$ cat src/rtl/lpfbc_pkg.sv
`timescale 1ns / 1ps

package lpfbc_pkg;

  // configuration register indexes
  localparam logic [1:0] CFG_MAX_BATCH_BYTES = 2'd0;
  localparam logic [1:0] CFG_MAX_FRAME_BYTES = 2'd1;
  localparam logic [1:0] CFG_MAX_FRAMES      = 2'd2;

  // register reset values
  localparam logic [15:0] MAX_BATCH_BYTES_RST = 16'd1500;
  localparam logic [15:0] MAX_FRAME_BYTES_RST = 16'd1275;
  localparam logic [7:0]  MAX_FRAMES_RST      = 8'd4;

  // verdict codes
  typedef enum logic [2:0] {
    ST_OK             = 3'd0,
    ST_BATCH_LONG     = 3'd1,
    ST_BAD_COUNT      = 3'd2,
    ST_CUT_PREFIX     = 3'd3,
    ST_ZERO_LEN       = 3'd4,
    ST_FRAME_LONG     = 3'd5,
    ST_OVERRUN        = 3'd6,
    ST_COUNT_MISMATCH = 3'd7
  } status_t;

  // parse phase
  typedef enum logic [2:0] {
    PH_HIGH = 3'b001,
    PH_LOW  = 3'b010,
    PH_BODY = 3'b100
  } phase_t;

  typedef struct packed {
    logic [7:0] data_byte;
    logic       last_byte;
    logic [7:0] expected_frames;
  } in_t;

  typedef struct packed {
    status_t     status;
    logic [7:0]  frames_found;
    logic [15:0] batch_bytes;
  } out_t;

  typedef struct packed {
    logic [15:0] max_batch_bytes;
    logic [15:0] max_frame_bytes;
    logic [7:0]  max_frames;
  } cfg_t;

endpackage

$ cat src/rtl/lpfbc_parser.sv
`timescale 1ns / 1ps

module lpfbc_parser (
  input  logic               clk,
  input  logic               rst,
  input  logic               step,
  input  lpfbc_pkg::in_t     item,
  input  lpfbc_pkg::cfg_t    cfg,
  output lpfbc_pkg::out_t    verdict
);
  import lpfbc_pkg::*;

  phase_t      phase, phase_next;
  logic [7:0]  length_high, length_high_next;
  logic [15:0] body_left, body_left_next;
  logic [16:0] byte_count, byte_count_next;
  logic [7:0]  frame_tally, frame_tally_next;
  logic        tally_over, tally_over_next;
  status_t     first_error, first_error_next;

  logic [15:0] len;
  logic [15:0] body_dec;

  // per-word parse update
  always_comb begin
    phase_next       = phase;
    length_high_next = length_high;
    body_left_next   = body_left;
    frame_tally_next = frame_tally;
    tally_over_next  = tally_over;
    first_error_next = first_error;
    len              = {length_high, item.data_byte};
    body_dec         = (body_left != 16'd0) ? body_left - 16'd1 : body_left;
    byte_count_next  = byte_count[16] ? byte_count : byte_count + 17'd1;

    if (first_error == ST_OK) begin
      unique case (phase)
        PH_LOW: begin
          if (len == 16'd0) begin
            first_error_next = ST_ZERO_LEN;
          end else if (len > cfg.max_frame_bytes) begin
            first_error_next = ST_FRAME_LONG;
          end else begin
            body_left_next = len;
            phase_next     = PH_BODY;
          end
        end
        PH_BODY: begin
          body_left_next = body_dec;
          if (body_dec == 16'd0) begin
            if (frame_tally != 8'hFF) begin
              frame_tally_next = frame_tally + 8'd1;
            end else begin
              tally_over_next = 1'b1;
            end
            phase_next = PH_HIGH;
          end
        end
        default: begin
          length_high_next = item.data_byte;
          phase_next       = PH_LOW;
        end
      endcase
    end
  end

  // verdict from the updated state, priority order
  always_comb begin
    if (byte_count_next > {1'b0, cfg.max_batch_bytes}) begin
      verdict.status = ST_BATCH_LONG;
    end else if (item.expected_frames == 8'd0 ||
                 item.expected_frames > cfg.max_frames) begin
      verdict.status = ST_BAD_COUNT;
    end else if (first_error_next != ST_OK) begin
      verdict.status = first_error_next;
    end else if (phase_next == PH_LOW) begin
      verdict.status = ST_CUT_PREFIX;
    end else if (phase_next == PH_BODY) begin
      verdict.status = ST_OVERRUN;
    end else if (tally_over_next || frame_tally_next != item.expected_frames) begin
      verdict.status = ST_COUNT_MISMATCH;
    end else begin
      verdict.status = ST_OK;
    end
    verdict.frames_found = frame_tally_next;
    verdict.batch_bytes  = byte_count_next[16] ? 16'hFFFF : byte_count_next[15:0];
  end

  // batch state, cleared after each verdict
  always_ff @(posedge clk) begin
    if (rst || (step && item.last_byte)) begin
      phase       <= PH_HIGH;
      length_high <= 8'd0;
      body_left   <= 16'd0;
      byte_count  <= 17'd0;
      frame_tally <= 8'd0;
      tally_over  <= 1'b0;
      first_error <= ST_OK;
    end else if (step) begin
      phase       <= phase_next;
      length_high <= length_high_next;
      body_left   <= body_left_next;
      byte_count  <= byte_count_next;
      frame_tally <= frame_tally_next;
      tally_over  <= tally_over_next;
      first_error <= first_error_next;
    end
  end

  // a closed batch leaves a clean state
  a_clear_after_last: assert property (@(posedge clk) disable iff (rst)
    step && item.last_byte |=> byte_count == 17'd0 && phase == PH_HIGH)
    else $error("batch state not cleared after last word");

  // a framing error sticks until the batch closes
  a_error_sticky: assert property (@(posedge clk) disable iff (rst)
    first_error != ST_OK && !(step && item.last_byte) |=> $stable(first_error))
    else $error("framing error changed within a batch");

  // in a body there is always at least one byte still to come
  a_body_nonzero: assert property (@(posedge clk) disable iff (rst)
    phase == PH_BODY && first_error == ST_OK |-> body_left != 16'd0)
    else $error("body phase with nothing left");

  // only length checks raise a framing error
  a_error_kind: assert property (@(posedge clk) disable iff (rst)
    first_error == ST_OK || first_error == ST_ZERO_LEN || first_error == ST_FRAME_LONG)
    else $error("unexpected framing error code");

endmodule

$ cat config.mk
export PLATFORM = sky130hd
export DESIGN_NAME = lpfbc_parser
export DESIGN_NICKNAME = d
export VERILOG_FILES = /design/src/rtl/lpfbc_pkg.sv /design/src/rtl/lpfbc_parser.sv
export SDC_FILE = /design/constraint.sdc
export NUM_CORES = 1
export LEC_CHECK = 0
export ABC_CLOCK_PERIOD_IN_PS = 5260
export BUFFER_PORTS_ARGS = -buffer_cell sky130_fd_sc_hd__buf_4
export CORE_UTILIZATION = 47
export DETAILED_ROUTE_END_ITERATION = 10
export PLACE_DENSITY = 0.69
export SLEW_MARGIN = 20
export SYNTH_ARGS = -nofsm -noshare
export SYNTH_HDL_FRONTEND = slang
export SYNTH_SLANG_ARGS = --single-unit
$ cat constraint.sdc
create_clock -name clk -period 5.26 [get_ports clk]
set_input_delay 1.052 -clock clk [delete_from_list [all_inputs] [get_ports clk]]
set_output_delay 1.052 -clock clk [all_outputs]
set_load 0.01 [all_outputs]
# Word level (Yosys, flattened, before mapping)
# Index checks and enable logic that the tools add are counted.
# totals
register_bits	56
inputBits	60
out_inout_bits	27
elab_cells	65
# op_classes
addsub	3
order_cmp	3
n_eq_ne	8
n_mux	29
n_bitwise	1
n_reduce_logical	14
# ops
operator	n
16-bit 2-to-1 mux	4
3-bit 2-to-1 mux	14
16-bit zero test	2
8-bit 2-to-1 mux	4
16-bit one-hot mux with 2 select lines	1
17-bit by 1-bit adder with 17-bit output (second input constant)	1
17-bit by 16-bit greater-than comparator with 1-bit output	1
17-bit 2-to-1 mux	1
16-bit greater-than comparator	1
16-bit nonzero test	1
16-bit by 1-bit subtractor with 16-bit output (second input constant)	1
8-bit by 1-bit adder with 8-bit output (second input constant)	1
8-bit greater-than comparator	1
8-bit zero test	1
8-bit inequality test	1
8-bit inequality test (second input constant)	1
3-bit by 2-bit == test with 1-bit output (second input constant)	2
3-bit == test (second input constant)	2
3-bit one-hot mux with 2 select lines	1
5-bit AND reduction	1
1-bit 2-to-1 mux	4
2-bit inequality test (second input constant)	2
3-bit zero test	1
1-bit logical OR	3
6 further kinds	6

# Logic depth before layout (Yosys ltp)
# depth
word_depth	14
ltp_mapped	15
depth_no_buf	14

# Worst setup path after synthesis
# OpenSTA, ideal clock, no wires.
# synth_timing
path_kind	reg2out
start	register byte_count[0]
end	output verdict[26] (netlist bit)
arrival_ns	3.151
required_ns	4.208
setup_slack_ns	1.057
stages_incl_launch_ff	15
n_path_buf	1
cell_sequence	dfxtp_1 -> ha_1 -> and4b_1 -> and3_1 -> and3_1 -> clkbuf_1 -> nand3_1 -> xnor2_1 -> ha_1 -> nand4_1 -> nor4_1 -> nand4_1 -> a211oi_1 -> nand4_1 -> a31oi_1
# synth_lines
item	line_no	rtl
from (decl)	lpfbc_parser.sv:16	logic [16:0] byte_count, byte_count_next;
from (signal assigned)	lpfbc_parser.sv:103	byte_count <= byte_count_next;
to (decl)	lpfbc_parser.sv:9	output lpfbc_pkg::out_t verdict

==> results.cfg <==
[status]
status = finished, final reports clean

[timing]
finClkSkew_ps = 10.1
rsz0062_at_grt = no
finalSetupTns_ps = 0
fmax_ghz = 0.201
slew_headroom_pct = 50.8
period_needed_ps = 4970
slew_violations = 0
finalSetupViolCount = 0
finalHoldViolCount = 0
worstMarginPinSlew_ps = 731
period_share_pct = 94.5

[synthesis]
syn_area_per_cell_sq_um = 7.42
synth_area_sq_mm = 0.00511
ys_types = 65
syn-num-nets = 792
synth_edf_count = 0
yosysSeqAreaShare_pct = 21.9
yosysWarnings = 0
async_flop_share_pct = 0
synthFlopType = dfxtp_1
synth_cells = 689
ys_ff_latch = 56

[route]
dr.pass1.iters = 4
wl_mm = 14.1
wl_per_cell_microns = 15.7
drt_iter0_markers = 294
via_count = 5209
drc_errors = 0
final_antenna_net_count = 0
viasPerCell = 5.82

[setup_path]
required_ps = 4210
critPathArrivalTime_ps = 3920
worstSetupEndpointType = output port
crit_type = flop to output port
critPathLaunchType = flop
cp_max_fo = 6

[placement]
dpl_cell_area_sq_mm = 0.00584
port_buffers = 86
hpwl_mm = 10.9
gp_congestion = 0.935

[worst_hold_path]
hp-class = flop to flop

[clock_network]
ctsHtreeMaxLevel = 2
clkLatencyLatePin_ps = 330
postCtsSetupRepairBufs = 0
clock_sinks = 56
cts_buffers = 5
clkTransAtPathRegs_ps = 110
clock_path_buffers = 2
cts_tree = yes
root_buffer = clkbuf_8

[power_and_ir_drop]
leakage_nw = 2.80
internal-power_mw = 0.640
p_per_area_mw_per_mm2 = 159
switching_share_pct = 32.5
seqPwrFrac_pct = 46.8
ir_worst_vdd_v = 0.000113
switchingPower_mw = 0.309
pwr-share-comb_pct = 26.5
power.total_mw = 0.948
clockPowerShare_pct = 26.7

[floorplanning]
die_y_microns = 106
initial_core_util_pct = 49.1
die_area_sq_mm = 0.0113
coreArea_sq_mm = 0.0104
die_x_microns = 106
io_pins = 87
rows = 37

[grt]
grtUsageTotal_pct = 25.5
grt_pass1_vias = 4899
grt_pass1_wl_mm = 23.5
grt_antenna_before_repair = 0
grt.overflow.total = 0
grt_max_degree = 52

[cells_and_area]
area_delta_synth_final_pct = 16.5
drive_gt1_share_pct = 17.3
fin_util_pct = 57.2
final_common_cell = buf_4
layout.nets = 861
n_antenna_cell = 0
final_cell_mix = buf_4 (92), nor2_1 (74), nand2_1 (60)
final_area_sq_mm = 0.00595

[flow_run]
max_cap_violations = 0
[Yosys cell counts, types with 2 or more instances]
master / instances / share of area [%]
dfxtp_1: 56 / 22
o31ai_1: 3 / 0.44
xor2_1: 29 / 5.0
nand4_1: 20 / 2.4
o211a_1: 2 / 0.39
nor2b_1: 11 / 1.3
o211ai_1: 7 / 1.0
a31o_2: 2 / 0.34
a22o_1: 3 / 0.51
and4_1: 4 / 0.69
a211oi_1: 5 / 0.73
o221ai_1: 2 / 0.34
and2_1: 5 / 0.61
o22ai_1: 2 / 0.24
a2111oi_0: 2 / 0.34
ha_1: 43 / 11
inv_1: 52 / 3.8
nand3_1: 23 / 2.3
nor4_4: 2 / 0.83
a31oi_1: 6 / 0.73
buf_6: 3 / 0.66
nand2b_1: 10 / 1.2
o21ai_0: 38 / 3.7
mux2i_1: 13 / 2.5
and3_1: 11 / 1.3
nor4_2: 3 / 0.73
nand2_1: 60 / 4.4
nor3_1: 22 / 2.2
o21a_1: 13 / 1.9
o2bb2ai_1: 2 / 0.34
nor4_1: 16 / 2.0
or3_2: 2 / 0.29
nor3b_1: 4 / 0.59
a21o_1: 8 / 1.2
or2_2: 5 / 0.61
xnor2_1: 13 / 2.2
clkbuf_1: 27 / 2.0
or3_1: 13 / 1.6
nor2_1: 74 / 5.4
a21oi_1: 48 / 4.7
[per-layer routing]
| layer | up-vias | routed length (microns) | track usage [%] |
|---|---|---|---|
| met5 | - | 0 | 0 |
| met4 | 0 | 216 | 7.24 |
| met3 | 19 | 650 | 3.07 |
| met2 | 160 | 6830 | 42.6 |
| met1 | 2431 | 6350 | 34.4 |
| li1 | 2599 | - | - |
[repair_timing]
item / 4_1_cts / 5_1_grt
hold buffers: 0 / 0
setup endpoints to repair: 0 / 3
gates resized for setup: 0 / 7
[stage by stage]
step | setup slack [ps] | hold WS (ps) | std cells
3_5_place_dp | 547 | 459 | 887
6_report | 288 | 467 | 895
2_1_floorplan | 1060 | 431 | 689
3_3_place_gp | 644 | 454 | 887
5_1_grt | 12.3 | 497 | 895
4_1_cts | 157 | 472 | 895
[layout make-up]
class / instances / area [sq um]
clock buffer: 5 / 68.8
clock inverter: 3 / 22.5
fill: 1018 / 4460
inverter: 52 / 195
multi-input combinational: 551 / 3690
sequential: 56 / 1120
tap: 136 / 170
timing repair buffer: 92 / 691
[critical path, stage by stage, from the launching register on]
cell and delay [ps]:
dfxtp_1 450, ha_1 250, and4b_1 260, and3_1 220
and3_1 310, nand3_1 120, xnor2_1 160, ha_1 300
nand4_1 160, nor4_1 330, nand4_1 180, a211oi_2 340
o211ai_1 180, a21oi_1 190, buf_4 150
[power groups by stage]
stage / Combinational (mW) / Sequential, mW / Clock (mW)
after floorplan: 0.163 / 0.449 / 0
after global placement: 0.242 / 0.453 / 0
after detailed placement: 0.248 / 0.453 / 0
after CTS: 0.250 / 0.444 / 0.261
after global routing: 0.281 / 0.445 / 0.279
final: 0.251 / 0.444 / 0.253
[state kept, by name, indices dropped and copies added, names as in the netlist]
signal       cells
length_high      8
frame_tally      8
first_error      3
byte_count      17
tally_over       1
body_left       16
phase            3
[worst paths after layout]
| kind | startpoint | to | slack, ps | depth (start not counted) |
|---|---|---|---|---|
| setup / recovery | byte_count[0]$_SDFFE_PP0P_ | verdict[25] | 290 | 14 |
| hold / removal | tally_over$_SDFFE_PP0P_ | tally_over$_SDFFE_PP0P_ | 470 | 2 |
| setup reg to reg | body_left[0]$_SDFFE_PP0P_ | frame_tally[4]$_SDFFE_PP0P_ | 2140 | 9 |
| hold reg to reg | tally_over$_SDFFE_PP0P_ | tally_over$_SDFFE_PP0P_ | 470 | 2 |
[kinds of logic (layout without fill, tap and decap cells)]
| logic type | after synthesis | in the layout | share of synthesized area (%) |
|---|---|---|---|
| fa+ha+maj | 43 | 43 | 10.5 |
| xor+xnor | 43 | 43 | 7.64 |
| flops | 56 | 56 | 21.9 |
| simple gates | 297 | 297 | 31.4 |
| buf+inv | 82 | 152 | 6.46 |
| mux | 13 | 13 | 2.55 |
| compound gates | 155 | 155 | 19.5 |
(Power assumes the default switching activity.)
